--- config.mk ---
export PLATFORM = sky130hd
export DESIGN_NAME = ibu_ctrl
export DESIGN_NICKNAME = d
export VERILOG_FILES = /design/src/design/ibu_pkg.sv /design/src/design/ibu_ctrl.sv
export SDC_FILE = /design/constraint.sdc
export NUM_CORES = 1
export LEC_CHECK = 0
export BUFFER_PORTS_ARGS = -buffer_cell sky130_fd_sc_hd__buf_2
export CORE_UTILIZATION = 57
export CTS_CLUSTER_SIZE = 20
export DETAILED_ROUTE_END_ITERATION = 7
export GPL_TIMING_DRIVEN = 0
export PLACE_DENSITY = 0.8
export SETUP_SLACK_MARGIN = 0.02
export SLEW_MARGIN = 5
export SYNTH_ARGS = -nofsm -noshare
export SYNTH_HDL_FRONTEND = slang
export SYNTH_SLANG_ARGS = --single-unit
--- constraint.sdc ---
create_clock -name clk_i -period 3.9 [get_ports clk_i]
set_clock_uncertainty 0.05 [all_clocks]
set_input_delay 0.195 -clock clk_i [delete_from_list [all_inputs] [get_ports clk_i]]
set_output_delay 0.195 -clock clk_i [all_outputs]
set_load 0.01 [all_outputs]
--- src/design/ibu_pkg.sv ---
package ibu_pkg;

  localparam int MAX_BINS = 64;
  localparam int IDX_W    = $clog2(MAX_BINS);
  localparam int CNT_W    = $clog2(MAX_BINS) + 1;
  localparam int K_DEPTH  = MAX_BINS * MAX_BINS;
  localparam int EFF_W    = 32 + IDX_W + 1;

  // configuration register indexes (byte address bit 2)
  localparam logic REG_ITERATIONS = 1'b0;
  localparam logic REG_BINS       = 1'b1;

  localparam logic [7:0] ITER_RESET = 8'd4;
  localparam logic [6:0] BINS_RESET = 7'd64;

  typedef enum logic [1:0] {
    FUNC_RESP  = 2'd0,
    FUNC_MEAS  = 2'd1,
    FUNC_PRIOR = 2'd2,
    FUNC_START = 2'd3
  } func_e;

  typedef enum logic [3:0] {
    ST_IDLE,
    ST_INIT,
    ST_COPY,
    ST_FOLD,
    ST_FDRAIN,
    ST_FDIV,
    ST_UPD,
    ST_UDRAIN,
    ST_UMUL,
    ST_UDIV,
    ST_OUT_RD,
    ST_OUT_LD,
    ST_OUT_WAIT,
    ST_ERR
  } state_e;

  typedef struct packed {
    func_e       func;
    logic [5:0]  row;
    logic [5:0]  col;
    logic [31:0] value;
  } req_t;

  typedef struct packed {
    logic [5:0]  bin;
    logic [31:0] estimate;
    logic        last;
    logic        error;
  } rsp_t;

  // controller to datapath
  typedef struct packed {
    logic             load_k;
    logic             load_m;
    logic             load_p;
    logic [IDX_W-1:0] idx_a;
    logic [IDX_W-1:0] idx_b;
    logic             copy;
    logic             copy_to_prev;
    logic             issue;
    logic             mode_upd;
    logic             clr;
    logic             div_start;
    logic             div_scale;
    logic             ratio_we;
    logic             est_we;
    logic             out_load;
    logic             out_last;
    logic             out_err;
  } cmd_t;

  // datapath to controller
  typedef struct packed {
    logic pipe_empty;
    logic acc_zero;
    logic eff_zero;
    logic div_busy;
    logic out_pend;
    logic out_taken;
    logic out_last;
  } sts_t;

  function automatic logic [63:0] add_sat(input logic [63:0] a, input logic [63:0] b);
    logic [64:0] s;
    s = {1'b0, a} + {1'b0, b};
    return s[64] ? {64{1'b1}} : s[63:0];
  endfunction

endpackage

--- src/design/ibu_ctrl.sv ---
module ibu_ctrl (
  input  logic            clk_i,
  input  logic            rst_ni,
  input  logic            in_valid_i,
  input  ibu_pkg::func_e  in_func_i,
  output logic            in_stall_o,
  input  logic [7:0]      iterations_i,
  input  logic [6:0]      bins_i,
  input  ibu_pkg::sts_t   sts_i,
  output ibu_pkg::cmd_t   cmd_o
);
  import ibu_pkg::*;

  state_e           state_q, state_d;
  logic [CNT_W-1:0] a_q, a_d, b_q, b_d, n_q, n_d;
  logic [7:0]       it_q, it_d, iters_q, iters_d;
  logic             take;
  logic             a_end, b_end;
  logic [CNT_W-1:0] n_sel;

  assign in_stall_o = (state_q != ST_IDLE);
  assign take       = in_valid_i & (state_q == ST_IDLE);
  assign a_end      = (a_q == n_q - CNT_W'(1));
  assign b_end      = (b_q == n_q - CNT_W'(1));

  // clamp the bin count to 1..MAX_BINS
  always_comb begin
    if (bins_i == 7'd0) begin
      n_sel = CNT_W'(1);
    end else if ({1'b0, bins_i} > 8'(MAX_BINS)) begin
      n_sel = CNT_W'(MAX_BINS);
    end else begin
      n_sel = CNT_W'(bins_i);
    end
  end

  always_ff @(posedge clk_i or negedge rst_ni) begin
    if (!rst_ni) begin
      state_q <= ST_IDLE;
      a_q     <= '0;
      b_q     <= '0;
      n_q     <= CNT_W'(1);
      it_q    <= '0;
      iters_q <= '0;
    end else begin
      state_q <= state_d;
      a_q     <= a_d;
      b_q     <= b_d;
      n_q     <= n_d;
      it_q    <= it_d;
      iters_q <= iters_d;
    end
  end

  // take load requests; sequence a start request: init, then per pass copy, fold, update, then results
  always_comb begin
    state_d = state_q;
    a_d     = a_q;
    b_d     = b_q;
    n_d     = n_q;
    it_d    = it_q;
    iters_d = iters_q;
    cmd_o   = '0;
    cmd_o.idx_a = a_q[IDX_W-1:0];
    cmd_o.idx_b = b_q[IDX_W-1:0];

    unique case (state_q)
      ST_IDLE: begin
        if (take) begin
          unique case (in_func_i)
            FUNC_RESP:  cmd_o.load_k = 1'b1;
            FUNC_MEAS:  cmd_o.load_m = 1'b1;
            FUNC_PRIOR: cmd_o.load_p = 1'b1;
            FUNC_START: begin
              n_d     = n_sel;
              iters_d = iterations_i;
              it_d    = '0;
              a_d     = '0;
              b_d     = '0;
              state_d = ST_INIT;
            end
            default: ;
          endcase
        end
      end
      ST_INIT: begin
        if (b_q == n_q) begin
          b_d     = '0;
          state_d = (iters_q == 8'd0) ? ST_OUT_RD : ST_COPY;
        end else begin
          cmd_o.copy = 1'b1;
          b_d        = b_q + CNT_W'(1);
        end
      end
      ST_COPY: begin
        if (b_q == n_q) begin
          a_d     = '0;
          b_d     = '0;
          state_d = ST_FOLD;
        end else begin
          cmd_o.copy         = 1'b1;
          cmd_o.copy_to_prev = 1'b1;
          b_d                = b_q + CNT_W'(1);
        end
      end
      ST_FOLD: begin
        cmd_o.issue = 1'b1;
        cmd_o.clr   = (b_q == '0);
        if (b_end) begin
          state_d = ST_FDRAIN;
        end else begin
          b_d = b_q + CNT_W'(1);
        end
      end
      ST_FDRAIN: begin
        if (sts_i.pipe_empty) begin
          if (sts_i.acc_zero) begin
            state_d = ST_ERR;
          end else begin
            cmd_o.div_start = 1'b1;
            state_d         = ST_FDIV;
          end
        end
      end
      ST_FDIV: begin
        if (!sts_i.div_busy) begin
          cmd_o.ratio_we = 1'b1;
          b_d            = '0;
          if (a_end) begin
            a_d     = '0;
            state_d = ST_UPD;
          end else begin
            a_d     = a_q + CNT_W'(1);
            state_d = ST_FOLD;
          end
        end
      end
      ST_UPD: begin
        cmd_o.issue    = 1'b1;
        cmd_o.mode_upd = 1'b1;
        cmd_o.clr      = (a_q == '0);
        if (a_end) begin
          state_d = ST_UDRAIN;
        end else begin
          a_d = a_q + CNT_W'(1);
        end
      end
      ST_UDRAIN: begin
        if (sts_i.pipe_empty) begin
          state_d = sts_i.eff_zero ? ST_ERR : ST_UMUL;
        end
      end
      ST_UMUL: begin
        cmd_o.div_start = 1'b1;
        cmd_o.div_scale = 1'b1;
        state_d         = ST_UDIV;
      end
      ST_UDIV: begin
        if (!sts_i.div_busy) begin
          cmd_o.est_we = 1'b1;
          a_d          = '0;
          if (b_end) begin
            b_d = '0;
            if ({1'b0, it_q} + 9'd1 == {1'b0, iters_q}) begin
              state_d = ST_OUT_RD;
            end else begin
              it_d    = it_q + 8'd1;
              state_d = ST_COPY;
            end
          end else begin
            b_d     = b_q + CNT_W'(1);
            state_d = ST_UPD;
          end
        end
      end
      ST_OUT_RD: begin
        state_d = ST_OUT_LD;
      end
      ST_OUT_LD: begin
        cmd_o.out_load = 1'b1;
        cmd_o.out_last = b_end;
        state_d        = ST_OUT_WAIT;
      end
      ST_OUT_WAIT: begin
        if (sts_i.out_taken) begin
          if (sts_i.out_last) begin
            state_d = ST_IDLE;
          end else begin
            b_d     = b_q + CNT_W'(1);
            state_d = ST_OUT_RD;
          end
        end
      end
      ST_ERR: begin
        cmd_o.out_load = 1'b1;
        cmd_o.out_last = 1'b1;
        cmd_o.out_err  = 1'b1;
        state_d        = ST_OUT_WAIT;
      end
      default: state_d = ST_IDLE;
    endcase
  end

`ifndef ASSERT_OFF
  a_load_free: assert property (@(posedge clk_i) disable iff (!rst_ni)
    cmd_o.out_load |-> !sts_i.out_pend) else $error("result overwritten");
  a_div_free: assert property (@(posedge clk_i) disable iff (!rst_ni)
    cmd_o.div_start |-> !sts_i.div_busy) else $error("divider restarted");
  a_copy_est: assert property (@(posedge clk_i) disable iff (!rst_ni)
    cmd_o.est_we |-> !cmd_o.copy) else $error("estimate write during copy");
  a_idle_drained: assert property (@(posedge clk_i) disable iff (!rst_ni)
    (state_q == ST_IDLE) |-> (sts_i.pipe_empty && !sts_i.div_busy))
    else $error("idle with work in flight");
`endif

endmodule

==> metrics, run 1 <==
failing checks=negative hold slack; area grow syn2layout=13.4%; synthesis-stage register bit count=41; Avg WL per Cell=15.6 um; GPL Wtd Cong=0.917; total die area=6200 um2; Starting Density=0.599; Leakage=0.00174 uW; fin. max-slew vios=0; CP Launch Type=flop; Antenna Nets Post-Route=0; RSZ-0062 raised after global routing=no; CTS Hold Bufs=0; nets=493; total CTS buffers=5; Finished Layout Cells=533; DP HPWL=6.22 mm; H-tree levels=2; final wirelength=8.30 mm; worst-path cell chain=buf_2 > inv_1 > ha_1 > clkbuf_1 > nand4b_1 > a211oi_1 > o211ai_1 > a2111oi_4 > o21ai_1 > a221o_1; crit path max-delay cell type=a2111oi_4; Pre-Repair DR Iteration Count=5; Overflow after GRT=0; main flop type after synthesis=dfrtp_1; ant diodes=0; Cell Area, Synth=3360 um2; Slew @ Worst Pin=0.950 ns; core footprint=5610 um2; P per Cell Area=736 nW/um2; path category of the worst min-delay check=primary input to asynchronous set/reset pin; Die Ht=78.7 um; area occupied by multi-input gates=2090 um2; VDD IR max=0.330 mV; initial antenna violation count=0; synthesized area per cell=8.39 um2; Crit path largest cell delay=0.60 ns; Max Clock Freq=285 MHz; I/O pin cnt=55; Clock Sink Count=41; DRC violations left=0; Worst Path Required=4.03 ns; largest net degree at the start of global routing=42; run status=finished, violations left; Tot GR Track Use=0.285; Reg area=1030 um2; clock period minus worst slack=3.50 ns; Max clock buf depth=2; setup bufs post-CTS=0; Iter 0 DRT Violations=263; Clock Latency Late Sink=0.30 ns; Post-synth EDFFs=0; layout cells sized above 1=0.221; cell count after synthesis=400; Worst Setup End Kind=flop; final setup fails=0; clk slew on worst S/H paths=0.08 ns; share of flip-flops with an asynchronous set or reset=1.00; Ys Warns=0; fill count=491; final worst path period share=0.899; CTS tree=done; Bufs and invs on worst path=3; total negative slack=0 ns; vias=3206; Setup CP Type=flop to flop; Root Buffer=clkbuf_8; Resized cells post-CTS=0; WHS=-0.0159 ns; Hold Vio Cnt, Final=13; delay-heaviest family, CP=compound AO/OA/AOI/OAI gates; Post-Syn Nets=433; max-cap viol count=0; Die W=78.7 um; row count=27; Worst Path Max Fanout=10; Vias/cell=6.02; Synth cell types=65; Max transition margin=0.366; dpl cells=525; first-pass GRT wire length=13.9 mm; Arr. time, crit path=3.64 ns; Seq/Total Area, Yosys=0.306; port buffer count=53; vias in the first global route=3024
## through the flow
stage	util	area (um2)	hold WS (ns)	power, uW	setup slack, ns
3_5_place_dp	0.662	3710	0.346	2460	0.472
4_1_cts	0.679	3810	0.0170	2770	0.449
2_1_floorplan	-	3360	-0.151	2030	0.990
5_1_grt	0.679	3810	0.0525	3020	0.264
3_3_place_gp	0.662	3710	0.332	2410	0.511
6_report	0.679	3810	-0.0159	2800	0.395
## power by group
| part | leakage (uW) | total, uW | switching, uW | internal, uW |
|---|---|---|---|---|
| logic | 0.00115 | 1770 | 1040 | 735 |
| registers | 0.000541 | 730 | 172 | 558 |
| clock network | 0.0000445 | 299 | 155 | 144 |
| total | 0.00174 | 2800 | 1360 | 1440 |
## synth_stat cells, drive strengths merged (2+ instances only)
master / number / area (um2)
ha: 6 / 75.1
nor4: 7 / 58.8
a221o: 2 / 20.0
a2111oi: 3 / 52.6
a211oi: 3 / 22.5
nor2b: 14 / 87.6
a21boi: 3 / 22.5
nor3b: 7 / 52.6
o211ai: 2 / 15.0
a211o: 2 / 17.5
nor3: 16 / 90.1
a31oi: 5 / 31.3
and3: 7 / 45.1
nand3: 9 / 57.6
xnor2: 11 / 96.3
a21o: 6 / 46.3
or3: 8 / 50.1
a21oi: 26 / 134
mux2: 10 / 116
o221a: 2 / 22.5
o22a: 4 / 35.0
nand2b: 17 / 106
a22o: 5 / 43.8
buf: 19 / 126
o31ai: 3 / 22.5
nand4b: 3 / 26.3
inv: 17 / 63.8
dfrtp: 40 / 1000
mux2i: 2 / 20.0
or4: 3 / 22.5
nand2: 29 / 109
and2: 3 / 18.8
nor4b: 3 / 32.5
xor2: 17 / 149
o21ai: 31 / 155
nand4: 5 / 31.3
o22ai: 3 / 18.8
clkbuf: 14 / 52.6
nor2: 19 / 71.3
o21bai: 2 / 15.0
## state kept, by name, summed over array words and instances, names as in the netlist
name,count
iters_q,8
b_q,7
it_q,8
n_q,7
state_q,4
a_q,7
## worst paths after layout
path	startpoint	to	slack, ns	cells after the start
worst max-delay path	n_q[0]	state_q[2]	0.40	10
worst min-delay path	rst_ni	a_q[4]	-0.02	1
worst max register to register	n_q[0]	state_q[2]	0.40	10
worst min register to register	iters_q[3]	iters_q[3]	0.52	1
max in group asynchronous	rst_ni	it_q[6]	3.22	1
min in group clk_i	bins_i[6]	n_q[0]	0.05	2
## layer usage
metal / vias to the layer above / wire, um / part of all wire / global-route usage
met5: - / 0 / 0 / 0
met4: 0 / 186 / 0.022 / 0.122
met3: 20 / 413 / 0.050 / 0.0414
met2: 121 / 4010 / 0.48 / 0.474
met1: 1508 / 3700 / 0.45 / 0.368
li1: 1557 / - / - / -
## cell type report
type                            count  share of cell area
Tap cell                           72              0.0237
Buffer                             33              0.0470
Timing Repair Buffer               53              0.0697
Sequential cell                    41               0.270
Clock inverter                      1             0.00197
Inverter                           17              0.0168
Multi-Input combinational cell    309               0.548
Clock buffer                        7              0.0227
## cell families (layout without fill, tap and decap cells)
| logic type | Yosys count | in the layout | share of synthesized area |
|---|---|---|---|
| AO/OA/AOI/OAI | 109 | 109 | 0.219 |
| adder cells (fa/ha/maj) | 6 | 6 | 0.0224 |
| flip-flops | 41 | 41 | 0.306 |
| XOR/XNOR | 28 | 28 | 0.0731 |
| multiplexers | 12 | 12 | 0.0406 |
| buffers and inverters | 50 | 111 | 0.0723 |
| AND/OR/NAND/NOR | 154 | 154 | 0.266 |
## layout by cell type, fill, tap and decap left out, types with 14 or more instances in the layout
master    count
dfrtp_1      40
nand2b_1     17
clkbuf_1     15
nor2_1       19
a21oi_1      25
o21ai_0      28
nor2b_1      14
nand2_1      29
inv_1        17
xor2_1       17
nor3_1       14
buf_2        58
Power figures use the tool's default switching activity.
==> run 2, diff against run 1 <==
--- a/config.mk
+++ b/config.mk
@@ -6,11 +6,11 @@
 export NUM_CORES = 1
 export LEC_CHECK = 0
 export BUFFER_PORTS_ARGS = -buffer_cell sky130_fd_sc_hd__buf_2
-export CORE_UTILIZATION = 57
+export CORE_UTILIZATION = 52
 export CTS_CLUSTER_SIZE = 20
 export DETAILED_ROUTE_END_ITERATION = 7
 export GPL_TIMING_DRIVEN = 0
-export PLACE_DENSITY = 0.8
+export PLACE_DENSITY = 0.77
 export SETUP_SLACK_MARGIN = 0.02
 export SLEW_MARGIN = 5
 export SYNTH_ARGS = -nofsm -noshare
==> constraint.sdc (replaced) <==
create_clock -name clk_i -period 2.95 [get_ports clk_i]
set_clock_uncertainty 0.05 [all_clocks]
set_input_delay 0.1475 -clock clk_i [delete_from_list [all_inputs] [get_ports clk_i]]
set_output_delay 0.1475 -clock clk_i [all_outputs]
set_load 0.01 [all_outputs]
==> metrics, run 2 (synthesis results as in run 1) <==
Iter 0 DRT Violations=164 (-38%); highest-count cells in the layout ignoring fill and taps=buf_2, dfrtp_1, nand2_1, buf_4, o21ai_0; final wirelength=8.65 mm (+4.2%); layout cells sized above 1=0.277 (+0.0561); Worst Setup End Kind=flop; Die Ht=82.3 um (+4.6%); vias in the first global route=2844 (-6.0%); row count=28 (+3.7%); nets=508 (+3.0%); dpl cells=528 (+0.57%); RSZ-0062 raised after global routing=no; Arr. time, crit path=2.97 ns (-0.67 ns); fill count=507 (+3.3%); port buffer count=53 (unchanged); ant diodes=0 (unchanged); pre-CTS WS=-0.418 ns (-0.890 ns); H-tree levels=2 (unchanged); CP Launch Type=flop; initial antenna violation count=0 (unchanged); Worst Path Required=3.08 ns (-0.95 ns); WHS=0.0119 ns (+0.0278 ns); Overflow after GRT=0 (unchanged); Max transition margin=0.369 (+0.00226); Tot GR Track Use=0.268 (-0.0170); Starting Density=0.554 (-0.0447); Finished Layout Cells=551 (+3.4%); Largest regs=it_q (8), iters_q (8); final setup fails=0 (unchanged); core footprint=6060 um2 (+8.1%); max-cap viol count=0 (unchanged); Avg WL per Cell=15.7 um (+0.81%); path category of the worst min-delay check=primary input to flop; Setup CP Type=flop to flop; fin area=4060 um2 (+6.6%); Root Buffer=clkbuf_8; Bufs and invs on worst path=1 (-2); Leakage=0.00186 uW (+7.1%); Max Clock Freq=352 MHz (+23%); largest net degree at the start of global routing=42 (unchanged); DP HPWL=6.24 mm (+0.23%); vias=3287 (+2.5%); Antenna Nets Post-Route=0 (unchanged); Hold Vio Cnt, Final=0 (-13); DRC violations left=0 (unchanged); Pre-Repair DR Iteration Count=5 (unchanged); total die area=6780 um2 (+9.4%); Vias/cell=5.97 (-0.82%); Die W=82.3 um (+4.6%); crit path max-delay cell type=dfrtp_1; Slew @ Worst Pin=0.947 ns (-0.00339 ns); Max clock buf depth=2 (unchanged); clock period minus worst slack=2.84 ns (-0.665 ns); fin. max-slew vios=0 (unchanged); Placed Instance Area=3720 um2 (+0.10%); GPL Wtd Cong=0.931 (+1.5%); area occupied by multi-input gates=2180 um2 (+4.6%); Worst Path Max Fanout=7 (-3); P per Cell Area=1010 nW/um2 (+37%); post-route setup slack=0.110 ns (-0.285 ns); run status=finished clean; total CTS buffers=5 (unchanged); Crit path largest cell delay=0.46 ns (-0.14 ns); I/O pin cnt=55 (unchanged); clk slew on worst S/H paths=0.09 ns (about the same); delay-heaviest family, CP=compound AO/OA/AOI/OAI gates; first-pass GRT wire length=13.8 mm (-0.94%); final worst path period share=0.963 (+0.0640); most common cell after layout, fill and taps aside=buf_2; Clock Latency Late Sink=0.29 ns (about the same); area grow syn2layout=20.9%; CTS tree=done; Pwr Total=4100 uW (+46%); Clock Sink Count=41 (unchanged); Reg area=1030 um2 (unchanged); worst-path cell chain=ha_1 > and3_2 > a31o_2 > a21o_1 > a221o_1 > nor4_4 > buf_4 > nor3b_1 > o22a_1; VDD IR max=0.518 mV (+57%)
run 2: final timing paths:
| kind | startpoint | endpoint | slack, ns | cells after the start |
|---|---|---|---|---|
| worst min register to register | iters_q[1] | iters_q[1] | 0.51 | 1 |
| min in group asynchronous | rst_ni | a_q[1] | 0.47 | 2 |
| worst max register to register | it_q[0] | it_q[4] | 0.11 | 9 |
| worst max-delay path | it_q[0] | it_q[4] | 0.11 | 9 |
| worst min-delay path | bins_i[6] | n_q[0] | 0.01 | 2 |
| max in group asynchronous | rst_ni | it_q[2] | 1.78 | 2 |
run 2: final cells by class:
type	count	share of cell area
plain buffers	31	0.0441
clock buffers	5	0.0170
clock inverters	3	0.0114
inverters	17	0.0157
multi-input cells	309	0.538
flip-flops and latches	41	0.253
well taps	75	0.0231
repair buffers	70	0.0974
run 2: metrics by stage:
step / setup TNS, ns / utilization
finish: 0 / 0.669
global route: 0 / 0.669
CTS: 0 / 0.648
detailed placement: -6.51 / 0.613
global placement: -5.52 / 0.613
floorplan: 0 / -
run 2: metal layers:
metal  track usage  up-vias  share of wire  wire (um)
li1              -     1594              -          -
met1         0.374     1527           0.45       3860
met2         0.430      154           0.47       4030
met3        0.0352       12          0.073        632
met4        0.0825        0          0.015        129
met5             0        -              0          0
run 2: repair_timing:
item,4_1_cts,5_1_grt
setup endpoints to repair,27,19
endpoints found under the hold margin,40,0
hold buffers,1,0
gates resized for setup,5,20
setup buffers,10,6
pin swaps,3,8
run 2: power breakdown:
| part | internal (uW) | leakage (uW) | switching (uW) |
|---|---|---|---|
| Sequential | 738 | 0.000541 | 230 |
| Clock | 254 | 0.0000543 | 220 |
| Combinational | 1170 | 0.00126 | 1490 |
run 2: worst register-to-register path, delay by kind of cell (launching register included):
| family | cells | cell delay [ns] |
|---|---|---|
| and+or+nand+nor | 3 | 0.66 |
| buffers and inverters | 1 | 0.22 |
| AOI/OAI and AO/OA | 4 | 1.06 |
| DFF | 1 | 0.46 |
| adders and majority gates | 1 | 0.28 |
==> run 3, diff against run 2 <==
--- a/config.mk
+++ b/config.mk
@@ -10,8 +10,8 @@
 export CTS_CLUSTER_SIZE = 20
 export DETAILED_ROUTE_END_ITERATION = 7
 export GPL_TIMING_DRIVEN = 0
-export PLACE_DENSITY = 0.77
-export SETUP_SLACK_MARGIN = 0.02
+export PLACE_DENSITY = 0.88
+export SETUP_SLACK_MARGIN = 0.15
 export SLEW_MARGIN = 5
 export SYNTH_ARGS = -nofsm -noshare
 export SYNTH_HDL_FRONTEND = slang
==> metrics, run 3 (synthesis results as in run 1) <==
run status=finished, violations left; failing checks=negative setup slack; Finished Layout Cells=557 (+1.1%); switching part of the total=0.489 (+0.0162); dpl cells=528 (unchanged); H-tree levels=2 (unchanged); Sw Pwr=2160 uW (+12%); Largest regs=it_q (8), iters_q (8); total CTS buffers=5 (unchanged); Avg WL per Cell=18.1 um (+15%); reg-to-reg critical path startpoint=n_q[0]; final wirelength=10.1 mm (+17%); area grow syn2layout=24.9%; Clk pwr share=0.108 (-0.008); GPL Wtd Cong=0.956 (+2.7%); Die W=82.3 um (unchanged); ant diodes=0 (unchanged); Arr. time, crit path=3.22 ns (+0.25 ns); Pre-Repair DR Iteration Count=5 (unchanged); port buffer count=53 (unchanged); Root Buffer=clkbuf_8; Setup CP Type=flop to flop; Iter 0 DRT Violations=535 (+230%); DRC violations left=0 (unchanged); largest net degree at the start of global routing=42 (unchanged); post-route setup slack=-0.109 ns (-0.219 ns); Tot GR Track Use=0.287 (+0.0188); Die Ht=82.3 um (unchanged); clock period minus worst slack=3.06 ns (+0.219 ns); Vias/cell=6.56 (+9.9%); R2R depth=12 (+3); Crit path largest cell delay=0.54 ns (+0.08 ns); crit path max-delay cell type=dfstp_2; row count=28 (unchanged); sequential power share=0.225 (-0.011); layout cells sized above 1=0.317 (+0.0401); Max transition margin=0.387 (+0.0180); fin. max-slew vios=0 (unchanged); final worst path period share=1.04 (+0.0741); Max Clock Freq=327 MHz (-7.1%); nets=514 (+1.2%); path category of the worst min-delay check=primary input to flop; Worst Path Max Fanout=5 (-2); Overflow after GRT=0 (unchanged); initial antenna violation count=0 (unchanged); WHS Path Cells=2 (unchanged); VDD IR max=0.539 mV (+4.1%); most used cell along the critical path=buf_4; vias in the first global route=2966 (+4.3%); Max clock buf depth=2 (unchanged); internal reg-to-reg setup slack=-0.11 ns (-0.22 ns); Hold Vio Cnt, Final=0 (unchanged); DP HPWL=6.26 mm (+0.29%); I/O pin cnt=55 (unchanged); Antenna Nets Post-Route=0 (unchanged); Worst Setup End Kind=flop; Slew @ Worst Pin=0.920 ns (-0.0271 ns); final setup fails=3 (+3); total die area=6780 um2 (unchanged); Hold EP=iters_q[7]; fill count=437 (-14%); delay-heaviest family, CP=compound AO/OA/AOI/OAI gates; Gate power share=0.667 (+0.019); pre-CTS WS=-0.237 ns (+0.181 ns); Leakage=0.00192 uW (+3.0%); RSZ-0062 raised after global routing=yes; Clock Sink Count=41 (unchanged); core footprint=6060 um2 (unchanged); worst hold start=iterations_i[7]; Int Pwr=2260 uW (+4.5%); FF-to-FF End=state_q[3]; first-pass GRT wire length=14.5 mm (+5.4%); vias=3653 (+11%); highest-count cells in the layout ignoring fill and taps=buf_2, dfrtp_1, buf_4; Clock Latency Late Sink=0.31 ns (+0.02 ns); most common cell after layout, fill and taps aside=buf_2; Bufs and invs on worst path=5 (+4); worst-path cell chain=buf_6 > inv_4 > ha_4 > buf_8 > nand4b_1 > a211oi_2 > o211ai_1 > buf_4 > a2111oi_4 > buf_4 > nand2_2 > o31ai_1; Worst Path Required=3.11 ns (+0.03 ns); Starting Density=0.554 (unchanged); clk slew on worst S/H paths=0.09 ns (about the same); max-cap viol count=0 (unchanged); CTS tree=done; P per Cell Area=1050 nW/um2 (+4.3%); CP Launch Type=flop
==> run 3: worst max path at each step <==
stage | start | endpoint | slack, ns | cells after the start
after floorplan | n_q[0] | state_q[2] | 0.17 | 10
after global placement | n_q[0] | state_q[2] | -0.18 | 10
after detailed placement | n_q[0] | state_q[2] | -0.24 | 10
after CTS | n_q[0] | a_q[6] | 0.13 | 10
after global routing | n_q[0] | state_q[3] | -0.15 | 12
final | n_q[0] | state_q[3] | -0.11 | 12
==> run 3: area by class of cell <==
cell class | instances | area, um2 | area share
Tap cell | 75 | 93.8 | 0.0224
Clock inverter | 3 | 46.3 | 0.0110
Clock buffer | 5 | 68.8 | 0.0164
Multi-Input combinational cell | 309 | 2250 | 0.538
Inverter | 17 | 66.3 | 0.0158
Sequential cell | 41 | 1030 | 0.245
Buffer | 32 | 200 | 0.0477
Timing Repair Buffer | 75 | 435 | 0.104
==> run 3: per-layer routing <==
metal	up-vias	global-route usage	routed length, um
met5	-	0	0
met4	0	0.116	420
met3	56	0.0527	977
met2	276	0.453	4650
met1	1716	0.386	4030
li1	1605	-	-
==> run 3: stage by stage <==
stage                     instance area, um2  hold WS [ns]  power, uW  setup TNS (ns)   util
after floorplan                         3370        -0.198       2700               0      -
after global placement                  3720         0.268       3180          -0.775  0.615
after detailed placement                3720         0.279       3260           -1.32  0.615
after CTS                               4070        0.0178       4010               0  0.671
after global routing                    4190        0.0170       4670          -0.346  0.692
final                                   4190        0.0203       4420          -0.204  0.692
==> run 3: worst register-to-register path, cell delays in order (launching register included) <==
cell and delay, ns:
dfstp_2 0.54, buf_6 0.11, inv_4 0.04, ha_4 0.16
buf_8 0.12, nand4b_1 0.23, a211oi_2 0.34, o211ai_1 0.20
buf_4 0.20, a2111oi_4 0.42, buf_4 0.22, nand2_2 0.06
o31ai_1 0.28
==> run 3: what timing repair did <==
item,in CTS,in global routing
hold buffers,2,0
buffers inserted,17,3
resized for setup,18,29
pin swaps,8,15
hold endpoints to repair,41,0
endpoints found under the setup margin,25,24
==> run 3: power groups by stage <==
stage                     Clock (uW)  Sequential [uW]  Combinational [uW]
after global routing             504             1010                3150
after global placement             0              959                2220
after detailed placement           0              977                2280
final                            476              995                2950
after CTS                        475              967                2570
after floorplan                    0              900                1800
